[config.mk]
export PLATFORM = sky130hd
export DESIGN_NAME = latency_histogram_percentile_unit
export DESIGN_NICKNAME = d
export VERILOG_FILES = /design/src/rtl/core/lhp_pkg.sv /design/src/rtl/core/lhp_front.sv /design/src/rtl/core/lhp_back.sv /design/src/rtl/core/latency_histogram_percentile_unit.sv
export SDC_FILE = /design/constraint.sdc
export NUM_CORES = 2
export LEC_CHECK = 0
export BUFFER_PORTS_ARGS = -buffer_cell sky130_fd_sc_hd__buf_4
export CORE_ASPECT_RATIO = 1.4
export CORE_UTILIZATION = 58
export DETAILED_ROUTE_END_ITERATION = 10
export GPL_ROUTABILITY_DRIVEN = 0
export PLACE_DENSITY = 0.74
export SLEW_MARGIN = 20
export SYNTH_ARGS = -nofsm -noshare
export SYNTH_HDL_FRONTEND = slang
export SYNTH_SLANG_ARGS = --single-unit
export TNS_END_PERCENT = 100
[constraint.sdc]
create_clock -name clk -period 11.8 [get_ports clk]
set_clock_uncertainty 0.2 [all_clocks]
set_input_delay 0.59 -clock clk [delete_from_list [all_inputs] [get_ports clk]]
set_output_delay 0.59 -clock clk [all_outputs]
set_load 0.02 [all_outputs]
[src/rtl/core/lhp_pkg.sv]
// Shared types and constants for the latency histogram percentile unit.
package lhp_pkg;

    // Fixed field widths of the stream and configuration ports.
    localparam int OPC_W       = 2;
    localparam int LIMIT_W     = 32;
    localparam int PCT_W       = 7;
    localparam int COUNT_W     = 32;
    localparam int SUM_W       = 64;
    localparam int HIT_W       = 4;
    localparam int CFG_IDX_W   = 4;
    localparam int LIMIT_REGS  = 8;
    localparam int IN_TDATA_W  = 48;
    localparam int OUT_TDATA_W = 200;

    // Product of a 32-bit count and a 7-bit percent.
    localparam int PROD_W        = COUNT_W + PCT_W;
    localparam int PERCENT_SCALE = 100;

    typedef logic [LIMIT_W-1:0] limit_t;

    // Reset values of the bucket upper limits.
    localparam limit_t LIMIT_RESET [LIMIT_REGS] = '{
        32'd1000, 32'd5000, 32'd10000, 32'd50000,
        32'd100000, 32'd500000, 32'd1000000, 32'd5000000
    };

    // Input opcodes.
    localparam logic [OPC_W-1:0] OP_RECORD = 2'd0;
    localparam logic [OPC_W-1:0] OP_QUERY  = 2'd1;
    localparam logic [OPC_W-1:0] OP_CLEAR  = 2'd2;

    // Decoded item kind handed from the front end to the back end.
    typedef enum logic [1:0] {
        KIND_RECORD,
        KIND_QUERY,
        KIND_CLEAR,
        KIND_NOP
    } kind_t;

    typedef struct packed {
        kind_t              kind;
        logic [LIMIT_W-1:0] sample;
        logic [PCT_W-1:0]   pct;
    } cmd_t;

    // Back-end sequencer states.
    typedef enum logic [2:0] {
        ST_IDLE,
        ST_REC_FIND,
        ST_REC_UPDATE,
        ST_APPLY,
        ST_QRY_MUL,
        ST_QRY_SCALE,
        ST_QRY_ACCUM
    } state_t;

    // One result item.
    typedef struct packed {
        logic [LIMIT_W-1:0] largest;
        logic [LIMIT_W-1:0] smallest;
        logic [SUM_W-1:0]   sum;
        logic [COUNT_W-1:0] count;
        logic [HIT_W-1:0]   hit;
        logic [LIMIT_W-1:0] answer;
    } result_t;

endpackage

[src/rtl/core/lhp_front.sv]
// Front end: accepts input transactions, decodes them and queues commands.
module lhp_front #(
    parameter int SAMPLE_BITS = 32
) (
    input  logic                            clk,
    input  logic                            rst_n,
    input  logic                            s_axis_tvalid,
    output logic                            s_axis_tready,
    input  logic [lhp_pkg::IN_TDATA_W-1:0]  s_axis_tdata,
    output logic                            cmd_valid,
    input  logic                            cmd_ready,
    output lhp_pkg::cmd_t                   cmd
);

    localparam int SW      = (SAMPLE_BITS < lhp_pkg::LIMIT_W) ? SAMPLE_BITS : lhp_pkg::LIMIT_W;
    localparam int Q_DEPTH = 2;
    localparam int PTR_W   = $clog2(Q_DEPTH);

    logic [lhp_pkg::OPC_W-1:0]   in_opcode;
    logic [lhp_pkg::LIMIT_W-1:0] in_sample;
    logic [lhp_pkg::PCT_W-1:0]   in_pct;
    lhp_pkg::cmd_t               decoded;

    lhp_pkg::cmd_t    entries_reg [Q_DEPTH];
    logic [PTR_W-1:0] wr_ptr_reg;
    logic [PTR_W-1:0] wr_ptr_next;
    logic [PTR_W-1:0] rd_ptr_reg;
    logic [PTR_W-1:0] rd_ptr_next;
    logic [PTR_W:0]   fill_reg;
    logic [PTR_W:0]   fill_next;
    logic             push;
    logic             pop;

    // Unpack the input fields.
    assign in_opcode = s_axis_tdata[1:0];
    assign in_sample = s_axis_tdata[33:2];
    assign in_pct    = s_axis_tdata[40:34];

    // Classify the opcode and trim the sample to the configured width.
    always_comb
    begin
        case (in_opcode)
            lhp_pkg::OP_RECORD: decoded.kind = lhp_pkg::KIND_RECORD;
            lhp_pkg::OP_QUERY:  decoded.kind = lhp_pkg::KIND_QUERY;
            lhp_pkg::OP_CLEAR:  decoded.kind = lhp_pkg::KIND_CLEAR;
            default:            decoded.kind = lhp_pkg::KIND_NOP;
        endcase
        decoded.sample = lhp_pkg::LIMIT_W'(in_sample[SW-1:0]);
        decoded.pct    = in_pct;
    end

    // Queue handshakes.
    assign s_axis_tready = (fill_reg != (PTR_W+1)'(Q_DEPTH));
    assign cmd_valid     = (fill_reg != '0);
    assign cmd           = entries_reg[rd_ptr_reg];
    assign push          = s_axis_tvalid && s_axis_tready;
    assign pop           = cmd_valid && cmd_ready;

    // Pointer and fill bookkeeping.
    always_comb
    begin
        wr_ptr_next = push ? wr_ptr_reg + 1'b1 : wr_ptr_reg;
        rd_ptr_next = pop ? rd_ptr_reg + 1'b1 : rd_ptr_reg;
        fill_next   = fill_reg;
        if (push && !pop)
        begin
            fill_next = fill_reg + 1'b1;
        end
        else if (pop && !push)
        begin
            fill_next = fill_reg - 1'b1;
        end
    end

    always_ff @(posedge clk or negedge rst_n)
    begin
        if (!rst_n)
        begin
            wr_ptr_reg <= '0;
            rd_ptr_reg <= '0;
            fill_reg   <= '0;
        end
        else
        begin
            wr_ptr_reg <= wr_ptr_next;
            rd_ptr_reg <= rd_ptr_next;
            fill_reg   <= fill_next;
        end
    end

    // Queue storage.
    always_ff @(posedge clk)
    begin
        if (push)
        begin
            entries_reg[wr_ptr_reg] <= decoded;
        end
    end

endmodule

[src/rtl/core/lhp_back.sv]
// Back end: executes record, query and clear commands on the histogram state.
module lhp_back #(
    parameter int BUCKETS     = 8,
    parameter int SAMPLE_BITS = 32
) (
    input  logic                 clk,
    input  logic                 rst_n,
    input  logic                 cmd_valid,
    output logic                 cmd_ready,
    input  lhp_pkg::cmd_t        cmd,
    input  lhp_pkg::limit_t      limits [BUCKETS],
    output logic                 res_valid,
    input  logic                 res_ready,
    output lhp_pkg::result_t     res
);

    localparam int SW     = (SAMPLE_BITS < lhp_pkg::LIMIT_W) ? SAMPLE_BITS : lhp_pkg::LIMIT_W;
    localparam int IDX_W  = $clog2(BUCKETS);
    localparam int HIT_IW = $clog2(BUCKETS + 1);
    localparam int ACC_W  = lhp_pkg::PROD_W + $clog2(BUCKETS) + 1;
    localparam int CW     = lhp_pkg::COUNT_W;

    lhp_pkg::state_t state_reg;
    lhp_pkg::state_t state_next;
    lhp_pkg::cmd_t   cmd_reg;
    lhp_pkg::cmd_t   cmd_next;

    logic [HIT_IW-1:0]         hit_reg;
    logic [HIT_IW-1:0]         hit_next;
    logic [IDX_W-1:0]          idx_reg;
    logic [IDX_W-1:0]          idx_next;
    logic [lhp_pkg::PROD_W-1:0] prod_reg;
    logic [lhp_pkg::PROD_W-1:0] prod_next;
    logic [lhp_pkg::PROD_W-1:0] scaled_reg;
    logic [lhp_pkg::PROD_W-1:0] scaled_next;
    logic [ACC_W-1:0]          acc_reg;
    logic [ACC_W-1:0]          acc_next;
    logic [ACC_W-1:0]          acc_sum;

    logic [CW-1:0]               counts_reg [BUCKETS];
    logic [CW-1:0]               counts_next [BUCKETS];
    logic [CW-1:0]               total_reg;
    logic [CW-1:0]               total_next;
    logic [lhp_pkg::SUM_W-1:0]   sum_reg;
    logic [lhp_pkg::SUM_W-1:0]   sum_next;
    logic [SW-1:0]               least_reg;
    logic [SW-1:0]               least_next;
    logic [SW-1:0]               greatest_reg;
    logic [SW-1:0]               greatest_next;

    logic                        res_valid_reg;
    logic                        res_valid_next;
    lhp_pkg::result_t            res_reg;
    lhp_pkg::result_t            res_next;

    logic                        slot_free;
    logic                        finish;
    logic [lhp_pkg::LIMIT_W-1:0] answer_val;
    logic [lhp_pkg::HIT_W-1:0]   hit_val;
    logic [SW-1:0]               sample_w;

    assign slot_free = !res_valid_reg || res_ready;
    assign sample_w  = cmd_reg.sample[SW-1:0];
    assign acc_sum   = acc_reg + ACC_W'(scaled_reg);
    assign res_valid = res_valid_reg;
    assign res       = res_reg;

    // Sequencer: next state, datapath updates and result capture.
    always_comb
    begin
        state_next    = state_reg;
        cmd_next      = cmd_reg;
        hit_next      = hit_reg;
        idx_next      = idx_reg;
        prod_next     = prod_reg;
        scaled_next   = scaled_reg;
        acc_next      = acc_reg;
        counts_next   = counts_reg;
        total_next    = total_reg;
        sum_next      = sum_reg;
        least_next    = least_reg;
        greatest_next = greatest_reg;
        cmd_ready     = 1'b0;
        finish        = 1'b0;
        answer_val    = '0;
        hit_val       = lhp_pkg::HIT_W'(BUCKETS);

        case (state_reg)
            lhp_pkg::ST_IDLE:
            begin
                // Take a command only when the result register will be free.
                cmd_ready = slot_free;
                if (cmd_valid && slot_free)
                begin
                    cmd_next = cmd;
                    case (cmd.kind)
                        lhp_pkg::KIND_RECORD: state_next = lhp_pkg::ST_REC_FIND;
                        lhp_pkg::KIND_QUERY:  state_next = lhp_pkg::ST_QRY_MUL;
                        default:              state_next = lhp_pkg::ST_APPLY;
                    endcase
                end
            end

            lhp_pkg::ST_REC_FIND:
            begin
                // First bucket whose limit covers the sample; lowest index wins.
                hit_next = HIT_IW'(BUCKETS);
                for (int j = BUCKETS - 1; j >= 0; j--)
                begin
                    if (lhp_pkg::LIMIT_W'(sample_w) <= limits[j])
                    begin
                        hit_next = HIT_IW'(j);
                    end
                end
                state_next = lhp_pkg::ST_REC_UPDATE;
            end

            lhp_pkg::ST_REC_UPDATE:
            begin
                for (int j = 0; j < BUCKETS; j++)
                begin
                    if (hit_reg == HIT_IW'(j))
                    begin
                        counts_next[j] = counts_reg[j] + 1'b1;
                    end
                end
                total_next = total_reg + 1'b1;
                sum_next   = sum_reg + lhp_pkg::SUM_W'(sample_w);
                if (sample_w < least_reg)
                begin
                    least_next = sample_w;
                end
                if (sample_w > greatest_reg)
                begin
                    greatest_next = sample_w;
                end
                hit_val    = lhp_pkg::HIT_W'(hit_reg);
                finish     = 1'b1;
                state_next = lhp_pkg::ST_IDLE;
            end

            lhp_pkg::ST_APPLY:
            begin
                // Clear empties the statistics; an unused opcode reports them.
                if (cmd_reg.kind == lhp_pkg::KIND_CLEAR)
                begin
                    for (int j = 0; j < BUCKETS; j++)
                    begin
                        counts_next[j] = '0;
                    end
                    total_next    = '0;
                    sum_next      = '0;
                    least_next    = '1;
                    greatest_next = '0;
                end
                finish     = 1'b1;
                state_next = lhp_pkg::ST_IDLE;
            end

            lhp_pkg::ST_QRY_MUL:
            begin
                // The target test acc >= count*pct/100 becomes 100*acc + 99 >= count*pct.
                if (total_reg == '0)
                begin
                    finish     = 1'b1;
                    state_next = lhp_pkg::ST_IDLE;
                end
                else
                begin
                    prod_next  = lhp_pkg::PROD_W'(total_reg) * lhp_pkg::PROD_W'(cmd_reg.pct);
                    acc_next   = ACC_W'(lhp_pkg::PERCENT_SCALE - 1);
                    idx_next   = '0;
                    state_next = lhp_pkg::ST_QRY_SCALE;
                end
            end

            lhp_pkg::ST_QRY_SCALE:
            begin
                scaled_next = lhp_pkg::PROD_W'(counts_reg[idx_reg])
                              * lhp_pkg::PROD_W'(lhp_pkg::PERCENT_SCALE);
                state_next  = lhp_pkg::ST_QRY_ACCUM;
            end

            lhp_pkg::ST_QRY_ACCUM:
            begin
                acc_next = acc_sum;
                if (acc_sum >= ACC_W'(prod_reg))
                begin
                    answer_val = limits[idx_reg];
                    finish     = 1'b1;
                    state_next = lhp_pkg::ST_IDLE;
                end
                else if (idx_reg == IDX_W'(BUCKETS - 1))
                begin
                    // No bucket reached the target: report the maximum.
                    answer_val = lhp_pkg::LIMIT_W'(greatest_reg);
                    finish     = 1'b1;
                    state_next = lhp_pkg::ST_IDLE;
                end
                else
                begin
                    idx_next   = idx_reg + 1'b1;
                    state_next = lhp_pkg::ST_QRY_SCALE;
                end
            end

            default:
            begin
                state_next = lhp_pkg::ST_IDLE;
            end
        endcase

        // Result register: loaded on completion, emptied when taken.
        res_next.answer   = answer_val;
        res_next.hit      = hit_val;
        res_next.count    = total_next;
        res_next.sum      = sum_next;
        res_next.smallest = lhp_pkg::LIMIT_W'(least_next);
        res_next.largest  = lhp_pkg::LIMIT_W'(greatest_next);
        if (finish)
        begin
            res_valid_next = 1'b1;
        end
        else if (res_ready)
        begin
            res_valid_next = 1'b0;
        end
        else
        begin
            res_valid_next = res_valid_reg;
        end
    end

    // Control and histogram state.
    always_ff @(posedge clk or negedge rst_n)
    begin
        if (!rst_n)
        begin
            state_reg     <= lhp_pkg::ST_IDLE;
            res_valid_reg <= 1'b0;
            for (int j = 0; j < BUCKETS; j++)
            begin
                counts_reg[j] <= '0;
            end
            total_reg     <= '0;
            sum_reg       <= '0;
            least_reg     <= '1;
            greatest_reg  <= '0;
        end
        else
        begin
            state_reg     <= state_next;
            res_valid_reg <= res_valid_next;
            counts_reg    <= counts_next;
            total_reg     <= total_next;
            sum_reg       <= sum_next;
            least_reg     <= least_next;
            greatest_reg  <= greatest_next;
        end
    end

    // Working registers of the current command.
    always_ff @(posedge clk)
    begin
        cmd_reg    <= cmd_next;
        hit_reg    <= hit_next;
        idx_reg    <= idx_next;
        prod_reg   <= prod_next;
        scaled_reg <= scaled_next;
        acc_reg    <= acc_next;
        if (finish)
        begin
            res_reg <= res_next;
        end
    end

endmodule

[src/rtl/core/latency_histogram_percentile_unit.sv]
// Top level of the latency histogram percentile unit.
// Records latency samples into up to eight buckets bounded by programmable upper limits,
// keeps count, wrapping sum, minimum and maximum, and answers percentile queries with
// the limit of the first bucket whose cumulative count reaches count*percent/100
// (the maximum if none does, zero when empty). Items enter a two-entry command queue
// and are executed one at a time by a sequencer; one result transaction leaves per item.
// Execution steps: clear and unused opcodes complete in the apply state, a record does
// a limit compare, then an update, and a query multiplies count by percent, then scans
// at most BUCKETS buckets, scaling one bucket count by 100 and accumulating it per
// bucket. Limit writes on the cfg channel are always ready and take effect on the
// next cycle.
module latency_histogram_percentile_unit #(
    parameter int BUCKETS     = 8,
    parameter int SAMPLE_BITS = 32
) (
    input  logic                              clk,
    input  logic                              rst_n,
    // s_axis_tdata: opcode[1:0], sample_value[33:2], percent_rank[40:34], zero fill.
    input  logic                              s_axis_tvalid,
    output logic                              s_axis_tready,
    input  logic [lhp_pkg::IN_TDATA_W-1:0]    s_axis_tdata,
    // m_axis_tdata: answer[31:0], bucket_hit[35:32], sample_count[67:36],
    // sample_sum[131:68], smallest[163:132], largest[195:164], zero fill.
    output logic                              m_axis_tvalid,
    input  logic                              m_axis_tready,
    output logic [lhp_pkg::OUT_TDATA_W-1:0]   m_axis_tdata,
    input  logic                              cfg_valid,
    output logic                              cfg_ready,
    input  logic [lhp_pkg::CFG_IDX_W-1:0]     cfg_index,
    input  logic [lhp_pkg::LIMIT_W-1:0]       cfg_data
);

    lhp_pkg::limit_t  limits_reg [BUCKETS];
    lhp_pkg::cmd_t    cmd;
    logic             cmd_valid;
    logic             cmd_ready;
    lhp_pkg::result_t res;

    // Bucket limit registers; writes beyond the used buckets are dropped.
    assign cfg_ready = 1'b1;

    always_ff @(posedge clk or negedge rst_n)
    begin
        if (!rst_n)
        begin
            for (int j = 0; j < BUCKETS; j++)
            begin
                limits_reg[j] <= lhp_pkg::LIMIT_RESET[j];
            end
        end
        else if (cfg_valid && cfg_ready)
        begin
            for (int j = 0; j < BUCKETS; j++)
            begin
                if (cfg_index == lhp_pkg::CFG_IDX_W'(j))
                begin
                    limits_reg[j] <= cfg_data;
                end
            end
        end
    end

    lhp_front #(
        .SAMPLE_BITS (SAMPLE_BITS)
    ) u_front (
        .clk           (clk),
        .rst_n         (rst_n),
        .s_axis_tvalid (s_axis_tvalid),
        .s_axis_tready (s_axis_tready),
        .s_axis_tdata  (s_axis_tdata),
        .cmd_valid     (cmd_valid),
        .cmd_ready     (cmd_ready),
        .cmd           (cmd)
    );

    lhp_back #(
        .BUCKETS     (BUCKETS),
        .SAMPLE_BITS (SAMPLE_BITS)
    ) u_back (
        .clk       (clk),
        .rst_n     (rst_n),
        .cmd_valid (cmd_valid),
        .cmd_ready (cmd_ready),
        .cmd       (cmd),
        .limits    (limits_reg),
        .res_valid (m_axis_tvalid),
        .res_ready (m_axis_tready),
        .res       (res)
    );

    // Pack the result fields, lowest field first.
    assign m_axis_tdata = {4'b0000, res.largest, res.smallest, res.sum,
                           res.count, res.hit, res.answer};

endmodule

==> summary.md <==
| Metric | Value |
|---|---|
| Final WS setup | `4008 ps` |
| Nets | `slightly below 8,000` |
| First-pass GRT wire length | `a little under 300,000 um` |
| Worst reg-to-reg setup slack | `about 4000 ps` |
| Final Routed Wirelength | `about 190,000 um` |
| R2r startpoint | `u_back.acc_reg[3]` |
| Final std cells w/o fill | `between 8,000 and 9,000` |
| Total number of yosys warnings | `0` |
| Via count | `approximately 52,000` |
| Commonest cells in the netlist | `659 x inv_1, 621 x nand2_1, 598 x dfrtp_1, 595 x ha_1, 441 x edfxtp_1` |
| RSZ-0062 raised after global routing | `false` |
| H-tree Lvls | `3` |
| Maxcap violations | `0` |
| TritonCTS sink count | `approximately 1,100` |
| DR vias/cell | `6.055` |
| Area growth from synthesis to layout | `11.94%` |
| DP HPWL | `137,200 um` |
| Pre-CTS worst setup slack | `a little over 4000 ps` |
| Most frequent cell after synthesis | `inv_1` |
| CP peak stage delay | `approximately 800 ps` |
| Outcome | `completed` |
| Post-Syn Area | `69,560 um2` |
| R2r endpoint | `u_back.res[110]` |
| Hold Fails Final Rpt | `0` |
| Req. time, crit path | `approximately 12,000 ps` |
| Antenna-violating nets left | `0` |
| Clk buf depth | `3` |
| DRC viols | `0` |
| Crit-path cells | `ha_1 -> a211oi_1 -> nor3_1 -> o21bai_1 -> a21oi_1 -> a221oi_1 -> o21ba_2 -> o21ai_1 -> a22oi_1 -> mux2i_1 -> nand3_1 -> ha_1 -> nand3_1 -> a2111oi_0 -> o21ai_0 -> a31oi_1 -> nor3_1 -> o2111ai_4 -> buf_4 -> o21ai_0 -> nand2_4 -> buf_12` |
| Die width | `roughly 290 um` |
| Final setup viols | `0` |
| Routed WL per cell | `roughly 22 um` |
| Setup_tns | `0 ps` |
| Post-synth EDFFs | `between 400 and 500` |
| Die area | `~120,000 um2` |
| Drt initial violations | `roughly 4,000` |
| CTS tree | `yes` |
| Worst r2r path cells | `22` |
| Row count | `150` |
| Worst Hold Class | `primary input to flip-flop` |
| Placed cell count | `8,232` |
| Slew HR | `0.2563` |
| Core Region | `119,200 um2` |
| Layout fillers | `just over 9,000` |
| Yosys top cell by area | `dfrtp_1` |
| Max Transition Viols Final | `0` |
| Top cells by area, synth | `dfrtp_1 22%, edfxtp_1 19%, ha_1 11%` |
| #FFs+latches synth | `1,121` |
| Total global-route track usage | `0.3188` |
| CP Capture Type | `flip-flop` |
| Hold Crit Start | `s_axis_tvalid` |
| Final worst path period need | `7792 ps` |
| CP Capture Point | `u_back.res[110]` |
| Sequential Area | `30,360 um2` |
| Synth Flop Type | `dfrtp_1` |
| GR met2 Demand/Resource | `0.5417` |
| Distinct cells, synth | `~100` |
| Drt first pass iters | `6` |
| Met1 Track Usage GR | `0.3754` |
| Die height | `between 400 and 500 um` |
| Mapped Cells | `about 6,500` |
| CP Max Fanout | `around 130` |
| CP Launch Point | `u_back.acc_reg[3]` |
| GR Util met3 | `0.04537` |
| GR peak layer | `met2` |
| Leakage power | `~36 nW` |
| Worst-margin pin slew | `between 1000 and 1500 ps` |
| Clock Latency Late Sink | `around 740 ps` |
| CTS Buf Count | `between 100 and 150` |
| Crit path kind | `flip-flop to flip-flop` |
| Grt total ovfl | `0` |
| Maximum VDD drop | `approximately 240 uV` |
| Period utilisation layout | `0.6603` |
| Seq/Total Area, Yosys | `0.4365` |
| Worst-path clk slew | `about 60 ps` |
| Arr. time, crit path | `7940 ps` |
| Max frequency | `approximately 0.13 GHz` |
| Ys async rst share | `0.6066` |
| Largest net degree at the start of global routing | `between 150 and 200` |
| Io pins | `slightly below 300` |
| Syn_area_per_cell | `between 10 and 15 um2` |
| Layout cells sized above 1 | `0.1474` |
| Minimum hold slack | `101.9 ps` |
| Multi-input logic area | `~36,000 um2` |
| Vias in the first global route | `between 50,000 and 60,000` |
| Crit path launch type | `flip-flop` |
| Post-synth top area share | `0.2151` |
| Pwr Density | `211.6 nW/um2` |
| CTS root buf | `clkbuf_16` |
| Starting density of the core | `0.5837` |
| Tot Pwr | `between 15 and 20 mW` |
| Slowest-stage cell, CP | `nand2_4` |
| Initial antenna violation count | `4` |
| I/O Buffers | `~280` |
-- metrics by stage --
stage / area (um2) / utilization
after floorplan: 69570 / -
after global placement: 73470 / 0.6165
after detailed placement: 73470 / 0.6165
after CTS: 77850 / 0.6533
after global routing: 77860 / 0.6533
final: 77870 / 0.6534
-- cells in the final DEF, fill, tap and decap left out, types with 82 or more instances in the layout --
master / instances
xnor2_1: 122
nand2_1: 620
dfrtp_1: 597
a21o_1: 155
and2_1: 104
ha_1: 594
edfxtp_1: 441
mux4_2: 128
nor2_1: 402
xor2_1: 212
mux2_2: 217
fa_1: 178
clkbuf_16: 112
inv_1: 659
buf_4: 359
o21ai_0: 357
and3_1: 94
dfstp_2: 82
nand4_1: 144
nand3_1: 243
a21oi_1: 247
-- cell type report --
| type | count | area share |
|---|---|---|
| Multi-Input combinational cell | 4492 | 0.4605 |
| Timing Repair Buffer | 438 | 0.04535 |
| Clock buffer | 150 | 0.03963 |
| Inverter | 659 | 0.03177 |
| Tap cell | 1596 | 0.02565 |
| Clock inverter | 53 | 0.007102 |
| Sequential cell | 1121 | 0.3899 |
| Antenna cell | 2 | 0.00006427 |
-- worst max-delay path, delay by kind of cell, from the launching register on --
kind	cells	cell delay [ps]
flip-flops	1	410
adder cells (fa/ha/maj)	2	670
buffers and inverters	2	1130
AO/OA/AOI/OAI	12	3150
AND/OR/NAND/NOR	5	1270
multiplexers	1	250
-- worst min-delay path by stage --
stage / cells after the start / slack [ps] / end
finish: 3 / 100 / u_front.wr_ptr_reg
global route: 3 / 110 / u_front.wr_ptr_reg
CTS: 3 / 60 / u_front.wr_ptr_reg
detailed placement: 1 / 280 / u_back.sum_reg[63]
global placement: 1 / 260 / u_back.sum_reg[63]
floorplan: 0 / 90 / limits_reg[0]
-- kinds of logic (layout without fill, tap and decap cells) --
group           after synthesis  in the layout  share of synthesized area
mux                         397            397                    0.08405
fa+ha+maj                   773            773                     0.1582
compound gates             1092           1092                    0.09936
xor+xnor                    334            334                    0.04205
buf+inv                     910           1300                    0.04975
simple gates               1891           1891                     0.1300
other cells                   2              7                  0.0001080
flops                      1121           1121                     0.4365
-- layer usage --
metal  share of wire  vias up
met5        0.000068        -
met4           0.072        2
met3           0.061      524
met2            0.49     1736
met1            0.37    25770
li1                -    23510
-- where the power goes --
group	switching, mW	total (mW)	internal, mW
Clock	1.57	3.58	2.01
Sequential	0.654	6.06	5.41
Combinational	4.19	6.84	2.64
-- repair_timing --
item | CTS | global route
buffers inserted | 0 | 0
hold endpoints to repair | 428 | 0
hold buffers | 74 | 0
resized for setup | 0 | 0
No activity file was read; power rests on OpenSTA's default activity.
